File: src/rtl/pewc_divider.sv
`default_nettype none
// ----------------------------------------------------------------------------
// pewc_divider: signed restoring divider, one quotient bit per cycle
// Truncates toward zero; 64-bit dividend, 48-bit unsigned divisor.
// ----------------------------------------------------------------------------
module pewc_divider (
  input  wire logic               clk,
  input  wire logic               rst,
  input  wire logic               start,
  input  wire logic signed [63:0] dividend,
  input  wire logic [47:0]        divisor,
  output logic                    done,
  output logic signed [64:0]      quotient
);
  logic [64:0] mag, quo;
  logic [48:0] rem;
  logic [47:0] dvs;
  logic neg, busy;
  logic [6:0] cnt;
  logic [48:0] trial;
  always_comb trial = {rem[47:0], mag[64]};
  always_ff @(posedge clk) begin
    if (rst) begin
      busy <= 1'b0;
      done <= 1'b0;
    end else begin
      done <= 1'b0;
      if (start) begin
        busy <= 1'b1;
        neg  <= dividend[63];
        mag  <= dividend[63] ? 65'(-{dividend[63], dividend}) : {1'b0, dividend};
        rem  <= '0;
        dvs  <= divisor;
        cnt  <= 7'd0;
      end else if (busy) begin
        mag <= mag << 1;
        if (trial >= {1'b0, dvs}) begin
          rem <= trial - {1'b0, dvs};
          quo <= {quo[63:0], 1'b1};
        end else begin
          rem <= trial;
          quo <= {quo[63:0], 1'b0};
        end
        cnt <= cnt + 7'd1;
        if (cnt == 7'd64) begin
          busy <= 1'b0;
          done <= 1'b1;
        end
      end
    end
  end
  assign quotient = neg ? -$signed(quo) : $signed(quo);
endmodule
`default_nettype wire

File: config.mk
export PLATFORM = sky130hd
export DESIGN_NAME = pewc_divider
export DESIGN_NICKNAME = d
export VERILOG_FILES = /design/src/rtl/pewc_divider.sv
export SDC_FILE = /design/constraint.sdc
export NUM_CORES = 1
export LEC_CHECK = 0
export BUFFER_PORTS_ARGS = -buffer_cell sky130_fd_sc_hd__buf_2
export CAP_MARGIN = 0
export CORE_MARGIN = 1.5
export CORE_UTILIZATION = 45
export DETAILED_ROUTE_END_ITERATION = 12
export PLACE_DENSITY = 0.65
export SLEW_MARGIN = 20
export SYNTH_ARGS = -nofsm -noshare
export SYNTH_HDL_FRONTEND = slang
export SYNTH_SLANG_ARGS = --single-unit
File: constraint.sdc
create_clock -name clk -period 7.25 [get_ports clk]
set_input_delay 0.3625 -clock clk [delete_from_list [all_inputs] [get_ports clk]]
set_output_delay 0.3625 -clock clk [all_outputs]
set_load 0.02 [all_outputs]
==> results.yml <==
global_route:
  antenna_found_initial: 1
  grt_pass1_vias: 11077
  overflow: 0
  grtUsageTotal_pct: 21.0
  grt_max_degree: 119
  grt_pass1_wl_mm: 57.1
synth:
  synth_top_area_share_pct: 48.5
  synth_commonest_cells: "234 x edfxtp_1, 155 x a21oi_1, 109 x nor2_1"
  post-synth-top-count-cell: "edfxtp_1"
  netlist_area_um2: 14500
  synth_top_area_cell: "edfxtp_1"
  synthArstFlopShare_pct: 0
  synth-main-ff-cell: "edfxtp_1"
  ys_top_cells_by_area: "edfxtp_1 49%, xnor2_1 6.0%, a21oi_1 5.4%"
  ys_ff_latch: 236
  synth_edf_count: 234
  ys_warn_count: 0
  seq_area_frac_synth_pct: 48.8
  syn-instance-count: 1438
  ys_types: 66
  syn_avg_cell_area_um2: 10.1
  syn-num-nets: 1606
sta:
  hold_viol_final: 0
  setup-tns-final_ns: 0
  rsz0062_at_grt: "false"
  worst_pin_slew_ns: 1.12
  fin_crit_ns: 4.62
  setup_viol: 0
  slew_headroom_pct: 25.1
  slew_violations: 0
  max_freq_mhz: 216
  fin_crit_sh_pct: 63.7
  worst_clock_skew_ns: 0.0234
worst_setup_path:
  path_max_fanout: 7
  critical_path.cell_chain: "or3_1, or4_1, nor3_4, and4_1, nand3_1, or3_1, or3_1, o31ai_1, xnor2_1, buf_2"
  critical-path-top-delay-family: "simple AND/OR/NAND/NOR gates"
  worst-path-buf-inv: 1
  worstPathRequired_ns: 6.89
  critPathSlowestCell: "or4_1"
  cp.arrival_ns: 4.26
  critical-path-max-stage-delay_ns: 0.54
  start_kind: "register"
  crit_top_cell: "or3_1"
  path_class: "register to output port"
  setup.worst_path.end_class: "output port"
detailed_routing:
  postRouteAntennaNets: 0
  via_count: 11627
  routed_wl_mm: 35.0
  drt-initial-drc-count: 1030
  drc_errors: 0
  wl_per_cell_um: 17.0
  vias_per_cell: 5.66
  drt-pass1-iter-count: 7
power:
  power_density_nw_per_um2: 227
  power.leakage_nw: 6.38
  total_power_mw: 3.88
  ir_drop_v: 0.000163
clock_tree:
  cts_tree: "built"
  cts_buffers: 28
  clk_path_buf_depth: 3
  clock_sinks: 236
  cts-resized-gates: 0
  clk_latency_ns: 0.56
  root_buffer: "clkbuf_16"
  clk_pin_slew_ns: 0.06
  htreeDepth: 1
floorplanning:
  die_area_um2: 33300
  ios: 181
  start_util_pct: 45.8
  die_h_um: 182
  rows: 65
  chipWidth_um: 182
  placeableCoreArea_um2: 31600
placed_design:
  place_area_um2: 15700
  gp_congestion: 0.888
  portBuffers: 180
  dp_hpwl_mm: 24.0
job:
  maxCapViolCount: 0
hold_path:
  holdCritPathClass: "primary input to register"
final_layout:
  fin_area_um2: 17100
  fin_nets: 1800
  num_antenna_cells: 0
  drive_gt1_share_pct: 16.1
  area_delta_synth_final_pct: 17.9
outcome:
  status: "finished clean"
registers in the layout, indices dropped and copies added, names as in the netlist:
signal,count
busy,1
cnt,7
done,1
dvs,48
mag,65
neg,1
quo,65
rem,48
path summary, 6_finish.rpt:
path / cells past startpoint / to / startpoint / slack (ns)
worst max-delay path: 10 / quotient[63] / quo[13]$_DFFE_PP_ / 2.63
worst min-delay path: 1 / dvs[18]$_DFFE_PP_ / divisor[18] / 0.02
worst max register to register: 10 / rem[42]$_SDFFCE_PP0P_ / rem[20]$_SDFFCE_PP0P_ / 3.33
worst min register to register: 0 / quo[10]$_DFFE_PP_ / quo[9]$_DFFE_PP_ / 0.50
cells in the final DEF (no fill, tap or decap), drive strengths merged, types with 5 or more instances in the layout:
cell and n:
or4 15, xnor2 99, nor2b 14, clkinv 13, a21o 27, ha 52
nand3 54, o21a 8, o211ai 9, mux2 7, a21oi 155, nor3 31
nand2b 13, nand4 29, nand2 83, edfxtp 234, and3 8, o31ai 37
nor2 109, clkbuf 34, inv 69, dlygate4sd3 46, o41ai 16, xor2 69
and2 5, o21ai 105, nor4 11, o2bb2ai 5, a211oi 17, or2 9
buf 191, or3 25
stage by stage:
stage	hold WS, ns	std cells	worst slack, ns	util (%)
floorplan	0.440	1438	0.925	-
global placement	0.470	1958	3.32	49.7
detailed placement	0.480	1958	3.20	49.7
CTS	0.00366	2054	2.59	53.9
global route	0.00188	2055	2.36	53.9
finish	0.0234	2055	2.63	53.9
area by class of cell:
class / instances / area [um2]
clock buffer: 34 / 723
clock inverter: 17 / 166
fill: 2913 / 14600
inverter: 69 / 259
multi-input combinational: 1060 / 6900
sequential: 236 / 7070
tap: 402 / 503
timing repair buffer: 237 / 1450
what timing repair did:
action                    4_1_cts  5_1_grt
hold endpoints to repair       45        1
buffers inserted                0        0
hold buffers                   45        1
power breakdown:
part	internal, mW	total [mW]	switching [mW]
Sequential	1.61	1.65	0.0375
Combinational	0.342	0.860	0.517
Clock	0.813	1.37	0.560
cell families (layout without fill, tap and decap cells):
logic type | count (synthesis) | after routing | synth area share (%)
AOI/OAI and AO/OA | 407 | 407 | 17.0
muxes | 10 | 10 | 0.752
adders and majority gates | 53 | 53 | 4.63
DFF | 236 | 236 | 48.8
buffers and inverters | 142 | 357 | 3.72
and+or+nand+nor | 422 | 422 | 14.9
xor gates and xnor gates | 168 | 168 | 10.2
routing by layer:
metal	wire length, um	track usage, %
met4	601	5.09
met2	15800	33.0
met1	16500	30.1
met3	2100	3.69
met5	13	0
worst register-to-register path, cell delays in order (launching register included):
cell	delay (ns)
edfxtp_1	0.39
ha_1	0.41
a21oi_1	0.26
nand2_1	0.14
o22a_1	0.23
a2111oi_0	0.85
a211oi_1	0.28
o21ai_2	0.20
buf_4	0.44
a21oi_1	0.23
o2bb2ai_1	0.20
Note: power is estimated with default switching activity, not from simulation.
