## config.mk

```make
export PLATFORM = sky130hd
export DESIGN_NAME = pewc_isqrt
export DESIGN_NICKNAME = d
export VERILOG_FILES = /design/src/rtl/pewc_isqrt.sv
export SDC_FILE = /design/constraint.sdc
export NUM_CORES = 1
export LEC_CHECK = 0
export BUFFER_PORTS_ARGS = -buffer_cell sky130_fd_sc_hd__buf_2
export CAP_MARGIN = 20
export CORE_MARGIN = 4
export CORE_UTILIZATION = 52
export DETAILED_ROUTE_END_ITERATION = 8
export PLACE_DENSITY = 0.7
export SLEW_MARGIN = 20
export SYNTH_ARGS = -nofsm -noshare
export SYNTH_HDL_FRONTEND = slang
export SYNTH_SLANG_ARGS = --single-unit
```

## constraint.sdc

```tcl
create_clock -name clk -period 29.6 [get_ports clk]
set_input_delay 2.96 -clock clk [delete_from_list [all_inputs] [get_ports clk]]
set_output_delay 2.96 -clock clk [all_outputs]
set_load 0.02 [all_outputs]
```

## src/rtl/pewc_isqrt.sv

```systemverilog
`default_nettype none
// ----------------------------------------------------------------------------
// pewc_isqrt: iterative integer square root
// One result bit per cycle for a 64-bit radicand.
// ----------------------------------------------------------------------------
module pewc_isqrt (
  input  wire logic        clk,
  input  wire logic        rst,
  input  wire logic        start,
  input  wire logic [63:0] radicand,
  output logic             done,
  output logic [31:0]      root
);
  logic [63:0] rem, rt, bitv;
  logic busy;
  always_ff @(posedge clk) begin
    if (rst) begin
      busy <= 1'b0;
      done <= 1'b0;
    end else begin
      done <= 1'b0;
      if (start) begin
        busy <= 1'b1;
        rem  <= radicand;
        rt   <= '0;
        bitv <= 64'h4000_0000_0000_0000;
      end else if (busy) begin
        if (rem >= rt + bitv) begin
          rem <= rem - (rt + bitv);
          rt  <= (rt >> 1) + bitv;
        end else begin
          rt <= rt >> 1;
        end
        bitv <= bitv >> 2;
        if (bitv == 64'd1) begin
          busy <= 1'b0;
          done <= 1'b1;
        end
      end
    end
  end
  assign root = rt[31:0];
endmodule
`default_nettype wire

```

==> results of run 1 <==
==> worst max-delay path, stage by stage (launching register included) <==
cell	delay, ps
edfxtp_1	480
ha_1	390
a31o_2	190
a31oi_1	140
o21ai_0	600
a21oi_1	300
o2111ai_1	370
nand2_1	160
nor3_1	260
a21o_1	230
a31o_2	190
a31oi_1	100
xor2_1	170
ha_1	360
nand2_1	110
nor2_1	150
nand2_1	120
nor2_1	210
a21oi_1	90
o32ai_1	250
buf_4	260
nor2_2	40
buf_4	280
a21boi_4	710
buf_4	640
==> worst min-delay path by stage <==
stage / end / slack (ps) / depth (start not counted)
after floorplan: done / 460 / 1
after global placement: done / 470 / 1
after detailed placement: done / 480 / 1
after CTS: done / 500 / 1
after global routing: done / 530 / 1
final: done / 500 / 1
==> cell usage after synthesis (4+ instances only) <==
| library cell | count |
|---|---|
| inv_1 | 37 |
| a22oi_1 | 4 |
| or3_1 | 11 |
| nand2b_1 | 9 |
| o21ai_1 | 6 |
| buf_2 | 10 |
| o21ai_0 | 159 |
| ha_1 | 130 |
| o21ba_2 | 4 |
| or2_2 | 5 |
| o211ai_1 | 7 |
| o21ai_2 | 4 |
| a21boi_0 | 7 |
| a31o_2 | 17 |
| nand2_1 | 181 |
| o31ai_1 | 10 |
| and2_1 | 15 |
| a211oi_1 | 25 |
| nor3_1 | 29 |
| clkbuf_1 | 55 |
| nor2_1 | 147 |
| a21o_1 | 45 |
| xor2_1 | 82 |
| edfxtp_1 | 160 |
| o21a_1 | 10 |
| a21oi_1 | 119 |
| nor2b_1 | 53 |
| o2111ai_1 | 4 |
| o21bai_1 | 31 |
| and3_1 | 13 |
| a31oi_1 | 65 |
| nand4_1 | 36 |
| mux2_2 | 4 |
| mux2i_1 | 5 |
| xnor2_1 | 87 |
| nand3_1 | 34 |
| nor4_1 | 14 |
| buf_4 | 34 |
==> per-stage QoR <==
stage / util (%) / area [sq um] / worst slack, ps / power, mW / cells
6_report: 57.3 / 16100 / 22340 / 1.06 / 2150
5_1_grt: 57.3 / 16100 / 21720 / 1.13 / 2150
4_1_cts: 57.3 / 16100 / 22360 / 1.06 / 2150
3_5_place_dp: 55.3 / 15600 / 22370 / 0.829 / 2118
3_3_place_gp: 55.3 / 15600 / 22470 / 0.827 / 2118
2_1_floorplan: - / 15000 / 16510 / 0.714 / 1735
==> registers in the layout, indices dropped and copies added, names as in the netlist <==
| register | flops |
|---|---|
| done | 1 |
| rem | 64 |
| rt | 64 |
| busy | 1 |
| bitv | 32 |
==> per-layer routing <==
layer / global-route usage, % / vias to the layer above
met5: 0 / -
met4: 4.48 / 0
met3: 4.68 / 45
met2: 38.9 / 529
met1: 42.2 / 6221
li1: - / 6471
==> area by class of cell <==
cell class	count	area share, %
inverters	38	0.884
clock inverters	13	0.884
flip-flops and latches	162	30.0
well taps	378	2.93
repair buffers	107	3.48
clock buffers	19	2.68
multi-input cells	1433	59.1
==> layout by cell type (no fill, tap or decap), drive strengths merged, types with 15 or more instances in the layout <==
master and n:
nand2 181, inv 44, nor4 15, nand4 37, nand3 34, o21ai 169
xor2 82, clkbuf 19, ha 130, edfxtp 160, a21oi 122, o21bai 31
nor3 29, a31oi 66, xnor2 87, nor2 147, buf 107, and2 16
nor2b 53, a31o 17, a211oi 26, a21o 45
==> logic make-up after synthesis <==
logic type      Yosys count  share of synthesized area (%)
flops                   162                           32.2
buf+inv                 140                           4.43
xor+xnor                169                           9.85
compound gates          559                           24.0
fa+ha+maj               131                           11.0
simple gates            565                           18.0
mux                       9                          0.632
==> power groups by stage <==
| stage | combinational, mW | sequential [mW] | clock [mW] |
|---|---|---|---|
| after floorplan | 0.396 | 0.318 | 0 |
| after global placement | 0.497 | 0.330 | 0 |
| after detailed placement | 0.500 | 0.330 | 0 |
| after CTS | 0.502 | 0.326 | 0.228 |
| after global routing | 0.563 | 0.330 | 0.238 |
| final | 0.508 | 0.327 | 0.224 |
==> flow_summary.ini, run 1 <==
[floorplanning]
start_util_pct = 53.4
rows = 61
die_w_um = 178
core_sq_um = 28200
io-pin-count = 100
die_area_sq_um = 31700
die_h_um = 178

[timing]
slew_headroom_pct = 38.1
setup_viol = 0
post-route-min-period_ps = 7260
drv_slew = 0
tns_ps = 0
fin_crit_sh_pct = 24.5
finClkSkew_ps = 16.3
hold_violations = 0
worst_slew_pin_slew_ps = 928
holdWs_ps = 501
fmax_ghz = 0.138
rsz0062_at_grt = no

[drt]
wl_met1_um = 20500
routedWlPerCell_um = 19.8
top_layer = met4
drcViolationCount = 0
vias_per_cell = 6.17
vias = 13300
postRouteAntennaNets = 0
drt_first_pass_iters = 6
wirelength_um = 42600
met2_length_um = 17900
drt_iter0_drc = 1508
dr_wl_met3_um = 3730

[power_and_ir_drop]
switchingPower_mw = 0.448
internal-power_mw = 0.610
power_frac_seq_pct = 30.9
leakage_nw = 6.16
pwr_density_cell_nw_per_um2 = 65.6
vdd_drop_max_v = 0.0000385
power.share.switching_pct = 42.3
power.share.clock_pct = 21.2
comb_power_share_pct = 48.0

[placement]
dp_hpwl_um = 32900
gp_congestion = 0.957
port_buffers = 99

[grt]
gr-total-overflow = 0
grt_pass1_vias = 12300
antenna_found_initial = 0
grt_first_pass_wirelength_um = 67300
grt_max_degree = 91
grt.total_usage_pct = 26.8

[min_path]
hp-start = busy
hold_path.class = register to register

[setup_path]
worstSetupPathType = register to register
end_kind = register
crit_start = rt[2]
critPathRequiredTime_ps = 29670
worstSetupEndpoint = rem[50]
r2r_end = rem[50]
cp_max_fo = 43
startpoint_type = register
rr_worst_depth = 24
ff2ff_setup_slack_ps = 22340
cp.arrival_ps = 7340
reg2reg_from = rt[2]

[clock_tree]
cts_setup_buffers = 0
cts_max_path_buffers = 2
cts_buffers = 17
h-tree-depth = 4
cts_root_buffer = clkbuf_16
clk_pin_slew_worst_paths_ps = 70
cts_sinks = 162
hold_buffers = 0
cts_resized = 0
cts_tree = done
clk_latency_ps = 450

[cells_and_area]
num-fill-cells = 2581
drive_gt1_share_pct = 11.0
final-seq-area_sq_um = 4840
diodes = 0
nNetsFinal = 1957
syn_to_final_growth_pct = 7.37
multi_input_area_sq_um = 9550

[synthesis]
yosysTopAreaCellShare_pct = 32.0
ys_seq_area_share_pct = 32.2
synth_warnings = 0
synth_edf_count = 160
syn-num-nets = 1933
synth_seq_cells = 162
synth_area_leaders = edfxtp_1 32%, ha_1 11%, o21ai_0 5.3%
synth_flop_cell = edfxtp_1
syn-cell-area_sq_um = 15000
ys_async_sr_fraction_pct = 0
yosys.area.top_type = edfxtp_1
synth_cells = 1735
yosysUniqueCellTypes = 81
postSynthAreaPerCell_sq_um = 8.67

[outcome]
status = completed

[flow_run]
max-cap-violations = 0
(Power assumes the default switching activity.)
==> run 2: changes to the inputs <==
- ABC_AREA: unset -> 1
- PLACE_DENSITY: 0.7 -> 0.69
- clock period: 29.6 -> 6.8 ns (I/O delays scaled with it)
==> run 2 against run 1 <==
Compared with the run above:
- worst hold slack got worse by 60 ps
- clock skew shrank 2.9 ps
- die area is 34% higher
- first-iteration DRC count is 57% higher
- core utilization is 1.1 points lower
==> flow_summary.ini, run 2 <==
[clock_tree]
cts_sinks = 162
cts_root_buffer = clkbuf_16
cts_buffers = 17
clk_latency_ps = 510
cts_resized = 0
cts_tree = done
cts_max_path_buffers = 2
cts_setup_buffers = 0
clk_pin_slew_worst_paths_ps = 80
hold_buffers = 0
h-tree-depth = 4

[setup_path]
slowest_delay_ps = 570
critPathRequiredTime_ps = 6980
crit_family = simple AND/OR/NAND/NOR gates
cp.arrival_ps = 5770
crit_buf_inv = 2
end_kind = register
startpoint_type = register
worst_path_max_delay_cell = edfxtp_1
worstSetupPathType = register to register
path_cells = ha_1 -> nand2_1 -> o21ai_0 -> nand2_1 -> o21ai_0 -> a21oi_1 -> o21ai_0 -> xnor2_1 -> ha_1 -> nand2_1 -> nor2_2 -> nand2_1 -> nor2_2 -> nand4_1 -> nand3_2 -> nand2_2 -> nand2_2 -> o21ai_0 -> inv_2 -> buf_12
cp_max_fo = 47

[drt]
vias = 22300
wirelength_um = 74700
postRouteAntennaNets = 0
routedWlPerCell_um = 18.3
drt_iter0_drc = 2374
drcViolationCount = 0
drt_first_pass_iters = 6
vias_per_cell = 5.47

[cells_and_area]
top_regs = rem x64, rt x64, bitv x32
postLayoutCoreUtil_pct = 56.2
diodes = 0
nNetsFinal = 3742
drive_gt1_share_pct = 4.95
layout_common_cells = 1420 x nand2_1, 560 x inv_1, 355 x nor2_1, 221 x nand3_1, 160 x edfxtp_1
final_common_cell = nand2_1
syn_to_final_growth_pct = 6.77

[placement]
dp_hpwl_um = 61400
gp_congestion = 1.08
port_buffers = 99

[synthesis]
syn-num-nets = 3691
ys_seq_area_share_pct = 23.8
yosys.area.top_type = nand2_1
synth_cells = 3493
synth_area_leaders = nand2_1 26%, edfxtp_1 24%, inv_1 10%
synth_flop_cell = edfxtp_1
yosysTopAreaCellShare_pct = 26.2
ys_async_sr_fraction_pct = 0
synth_edf_count = 160
yosysUniqueCellTypes = 45
syn-cell-area_sq_um = 20300
synth_common_cells = 1420 x nand2_1, 562 x inv_1, 355 x nor2_1
synth_warnings = 0
synth.most_common_cell = nand2_1
synth_seq_cells = 162
postSynthAreaPerCell_sq_um = 5.82

[timing]
finClkSkew_ps = 13.4
rsz0062_at_grt = no
worst_slew_pin_slew_ps = 1080
drv_slew = 0
fmax_ghz = 0.179
tns_ps = 0
fin_crit_sh_pct = 82.1
setup_viol = 0
post-route-min-period_ps = 5580
hold_violations = 0
slew_headroom_pct = 27.7

[grt]
grt.total_usage_pct = 34.9
antenna_found_initial = 0
grt_first_pass_wirelength_um = 113000
grt_pass1_vias = 20900
grt_max_degree = 64
gr-total-overflow = 0

[floorplanning]
die_area_sq_um = 42300
rows = 72
start_util_pct = 52.6
die_h_um = 206
core_sq_um = 38600
die_w_um = 206
io-pin-count = 100

[flow_run]
max-cap-violations = 0

[power_and_ir_drop]
pwr_density_cell_nw_per_um2 = 245
leakage_nw = 11.3
vdd_drop_max_v = 0.000200

[min_path]
hold_path.class = input pin to register

[outcome]
status = completed
run 2: cell count changes after synthesis, moves of 37 or more:
cell     change
xor2_1      -37
a31oi_1     -63
nor2b_1     -53
nand2_1   +1239
nand3_1    +187
inv_1      +525
nor2_1     +208
a21o_1      -39
run 2: worst register-to-register path: stages (launching register included):
cell and delay (ps):
edfxtp_1 570, ha_1 490, nand2_1 100, o21ai_0 230, nand2_1 100, o21ai_0 510
a21oi_1 80, o21ai_0 340, xnor2_1 220, ha_1 410, nand2_1 130, nor2_2 170
nand2_1 120, nor2_2 210, nand4_1 260, nand3_2 180, nand2_2 90, nand2_2 130
o21ai_0 110, inv_2 400, buf_12 330
run 2: logic make-up (layout without fill, tap and decap cells):
family	count (synthesis)	after routing	synth area share (%)
xor gates and xnor gates	103	103	4.44
adders and majority gates	131	131	8.10
DFF	162	162	23.8
buffers and inverters	643	707	12.7
AOI/OAI and AO/OA	318	318	8.31
and+or+nand+nor	2136	2136	42.6
run 2: layout make-up:
type	count	area, sq um
Tap cell	518	648
Clock buffer	17	425
Clock inverter	15	191
Inverter	568	2130
Sequential cell	162	4840
Fill cell	3978	16900
Multi-Input combinational cell	2688	12900
Timing Repair Buffer	107	571
run 2: metrics by stage:
| step | total power [mW] | cells | hold WS [ps] | worst slack [ps] | cell area, sq um |
|---|---|---|---|---|---|
| after floorplan | 3.46 | 3493 | 461 | 1620 | 20300 |
| after detailed placement | 4.21 | 4043 | 494 | 1380 | 21100 |
| after global placement | 4.17 | 4043 | 473 | 1480 | 21100 |
| after CTS | 5.25 | 4075 | 410 | 1370 | 21700 |
| after global routing | 5.69 | 4075 | 431 | 935 | 21700 |
| final | 5.31 | 4075 | 441 | 1220 | 21700 |
run 2: metal layers:
layer / vias to the layer above / wire (um) / GRT usage [%]
met1: 10100 / 30600 / 43.8
met5: - / 0 / 0
met2: 978 / 34000 / 57.8
met3: 214 / 5340 / 4.46
li1: 11000 / - / -
met4: 0 / 4710 / 20.3
run 2: worst paths after layout:
kind / startpoint / to / slack [ps] / cells after the start
max: rt[22] / rem[7] / 1220 / 20
min reg2reg: busy / done / 510 / 1
min: radicand[38] / rem[38] / 440 / 3
max reg2reg: rt[22] / rem[7] / 1220 / 20
run 2: where the power goes:
part	internal, mW	switching, mW	leakage, nW	total [mW]
registers	1.28	0.183	1.56	1.47
logic	0.911	1.90	9.49	2.81
clock network	0.498	0.538	0.298	1.04
total	2.69	2.62	11.3	5.31
==> run 3: changes to the inputs <==
- ABC_AREA: 1 -> 0
- PLACE_DENSITY: 0.69 -> 0.7
- clock period: 6.8 -> 5.4 ns (I/O delays scaled with it)
==> run 3 against run 2 <==
Compared with the run above:
- routed wire length decreased by 39%
- sequential cell count unchanged
- via count down 38%
- non-clock buffer count grew 84
- clock-buffer cell count did not move
- register-to-register slack worse by 1000 ps
- clock skew is essentially flat
- global-route usage shrank 7.3 points
- highest routed layer unchanged
==> flow_summary.ini, run 3 (synthesis results as in run 1) <==
[floorplanning]
start_util_pct = 53.4
die_h_um = 178
core_sq_um = 28200
io-pin-count = 100
die_w_um = 178
die_area_sq_um = 31700
rows = 61

[timing]
fin_crit_sh_pct = 96.5
timing.final.ws_setup_ps = 190
drv_slew = 0
rsz0062_at_grt = yes
fmax_ghz = 0.192
setup_viol = 0
worst_slew_pin_slew_ps = 930
slew_headroom_pct = 38.0
post-route-min-period_ps = 5210
finClkSkew_ps = 13.5
hold_violations = 0

[clock_tree]
cts_buffers = 17
cts_tree = done
cts_sinks = 162
clk_pin_slew_worst_paths_ps = 80
h-tree-depth = 4
cts_root_buffer = clkbuf_16
clk_latency_ps = 450
cts_max_path_buffers = 2

[grt]
grt_pass1_vias = 12500
grt.total_usage_pct = 27.6
antenna_found_initial = 0
gr-total-overflow = 0
grt_max_degree = 95
grt_first_pass_wirelength_um = 69000

[setup_path]
startpoint_type = register
cp_max_fo = 20
end_kind = register
worst_path_max_delay_cell = edfxtp_1
reg2reg_from = bitv[2]
critPathRequiredTime_ps = 5680
crit_buf_inv = 4
path_cells = ha_4 -> a21o_1 -> a31oi_4 -> o21ai_4 -> inv_1 -> o21ai_2 -> and3_1 -> o21ai_1 -> a221o_1 -> xor2_1 -> ha_1 -> nand2_2 -> inv_1 -> nand3_1 -> nor3_1 -> a21o_1 -> a21oi_1 -> o32ai_2 -> nor2_2 -> buf_4 -> buf_12 -> or3_1 -> a21oi_1
crit_family = compound AO/OA/AOI/OAI gates
rr_worst_depth = 23
cp_num_cells = 23
slowest_delay_ps = 470
ff2ff_setup_slack_ps = 190
worstSetupPathType = register to register
cp.arrival_ps = 5490
r2r_end = rt[25]

[cells_and_area]
num-fill-cells = 2449
layout_common_cells = 176 x nand2_1, 160 x edfxtp_1, 145 x o21ai_0, 140 x nor2_1, 117 x ha_1
final_common_cell = nand2_1
diodes = 0
top_regs = rem x64, rt x64, bitv x32
syn_to_final_growth_pct = 14.8
nNetsFinal = 2041
drive_gt1_share_pct = 18.6
final_cells = 2234

[power_and_ir_drop]
internal-power_mw = 3.48
power.share.clock_pct = 20.1
power.share.switching_pct = 43.0
comb_power_share_pct = 51.1
vdd_drop_max_v = 0.000234
power_frac_seq_pct = 28.8
switchingPower_mw = 2.63
leakage_nw = 6.64
pwr_density_cell_nw_per_um2 = 354

[placement]
dp_hpwl_um = 34500
placed_cells = 2179
port_buffers = 99
post-place-ws_ps = -44.4
gp_congestion = 0.943

[min_path]
hold_path.class = input pin to register
hp-start = radicand[10]
holdPathEnd = rem[10]
hold_depth = 3

[flow_run]
max-cap-violations = 0

[drt]
wirelength_um = 45200
drcViolationCount = 0
vias = 13800
drt_iter0_drc = 1613
routedWlPerCell_um = 20.2
vias_per_cell = 6.18
drt_first_pass_iters = 6
postRouteAntennaNets = 0

[outcome]
status = completed
run 3: changes by cell type in the layout (fill, tap and decap cells not counted), sizes merged, moves of 64 or more:
cell,change
nand3,-188
a31oi,+64
inv,-527
nand2,-1245
nor2,-216
buf,+84
run 3: final cells by class:
class	count	area (sq um)	share of cell area, %
well taps	378	473	2.74
repair buffers	191	1220	7.05
clock buffers	17	425	2.47
flip-flops and latches	162	4840	28.1
inverters	38	145	0.841
clock inverters	15	144	0.834
multi-input cells	1433	10000	58.0
run 3: power groups by stage:
stage / Combinational (mW) / Clock (mW) / Sequential [mW]
2_1_floorplan: 2.22 / 0 / 1.74
3_3_place_gp: 2.91 / 0 / 1.77
3_5_place_dp: 2.95 / 0 / 1.77
4_1_cts: 2.97 / 1.24 / 1.75
5_1_grt: 3.39 / 1.29 / 1.77
6_report: 3.12 / 1.23 / 1.76
run 3: worst reg2reg max path, cell delays in order (launching register included):
cell and delay (ps):
edfxtp_1 470, ha_4 320, a21o_1 170, a31oi_4 120, o21ai_4 260, inv_1 80
o21ai_2 150, and3_1 170, o21ai_1 90, a221o_1 350, xor2_1 150, ha_1 360
nand2_2 130, inv_1 130, nand3_1 150, nor3_1 460, a21o_1 190, a21oi_1 50
o32ai_2 250, nor2_2 130, buf_4 180, buf_12 160, or3_1 360, a21oi_1 160
run 3: worst max path at each step:
| stage | startpoint | end |
|---|---|---|
| 3_5_place_dp | bitv[20] | rem[63] |
| 3_3_place_gp | bitv[2] | rem[61] |
| 4_1_cts | bitv[2] | rem[62] |
| 6_report | bitv[2] | rt[25] |
| 5_1_grt | bitv[2] | rt[29] |
| 2_1_floorplan | rt[2] | rem[0] |
run 3: repair_timing:
| item | CTS | global route |
|---|---|---|
| pin swaps | 1 | 26 |
| gates resized for setup | 1 | 55 |
| setup endpoints to repair | 2 | 145 |
| hold buffers | 0 | 0 |
| setup buffers | 1 | 22 |
run 3: stage by stage:
| step | util [%] | power [mW] | TNS (ps) | hold WS, ps | instance area [sq um] |
|---|---|---|---|---|---|
| 5_1_grt | 61.3 | 6.45 | -1490 | 363 | 17300 |
| 3_3_place_gp | 57.7 | 4.68 | -36.0 | 556 | 16300 |
| 4_1_cts | 59.8 | 5.97 | 0 | 354 | 16800 |
| 6_report | 61.3 | 6.11 | 0 | 362 | 17300 |
| 3_5_place_dp | 57.7 | 4.73 | -64.7 | 565 | 16300 |
| 2_1_floorplan | - | 3.97 | -242100 | 464 | 15300 |
run 3: metal layers:
metal / track usage [%] / share of wire (%) / vias to the layer above
met5: 0 / 0 / -
met4: 7.35 / 2.1 / 0
met3: 4.45 / 8.6 / 57
met2: 40.0 / 42 / 606
met1: 42.6 / 47 / 6516
li1: - / - / 6625
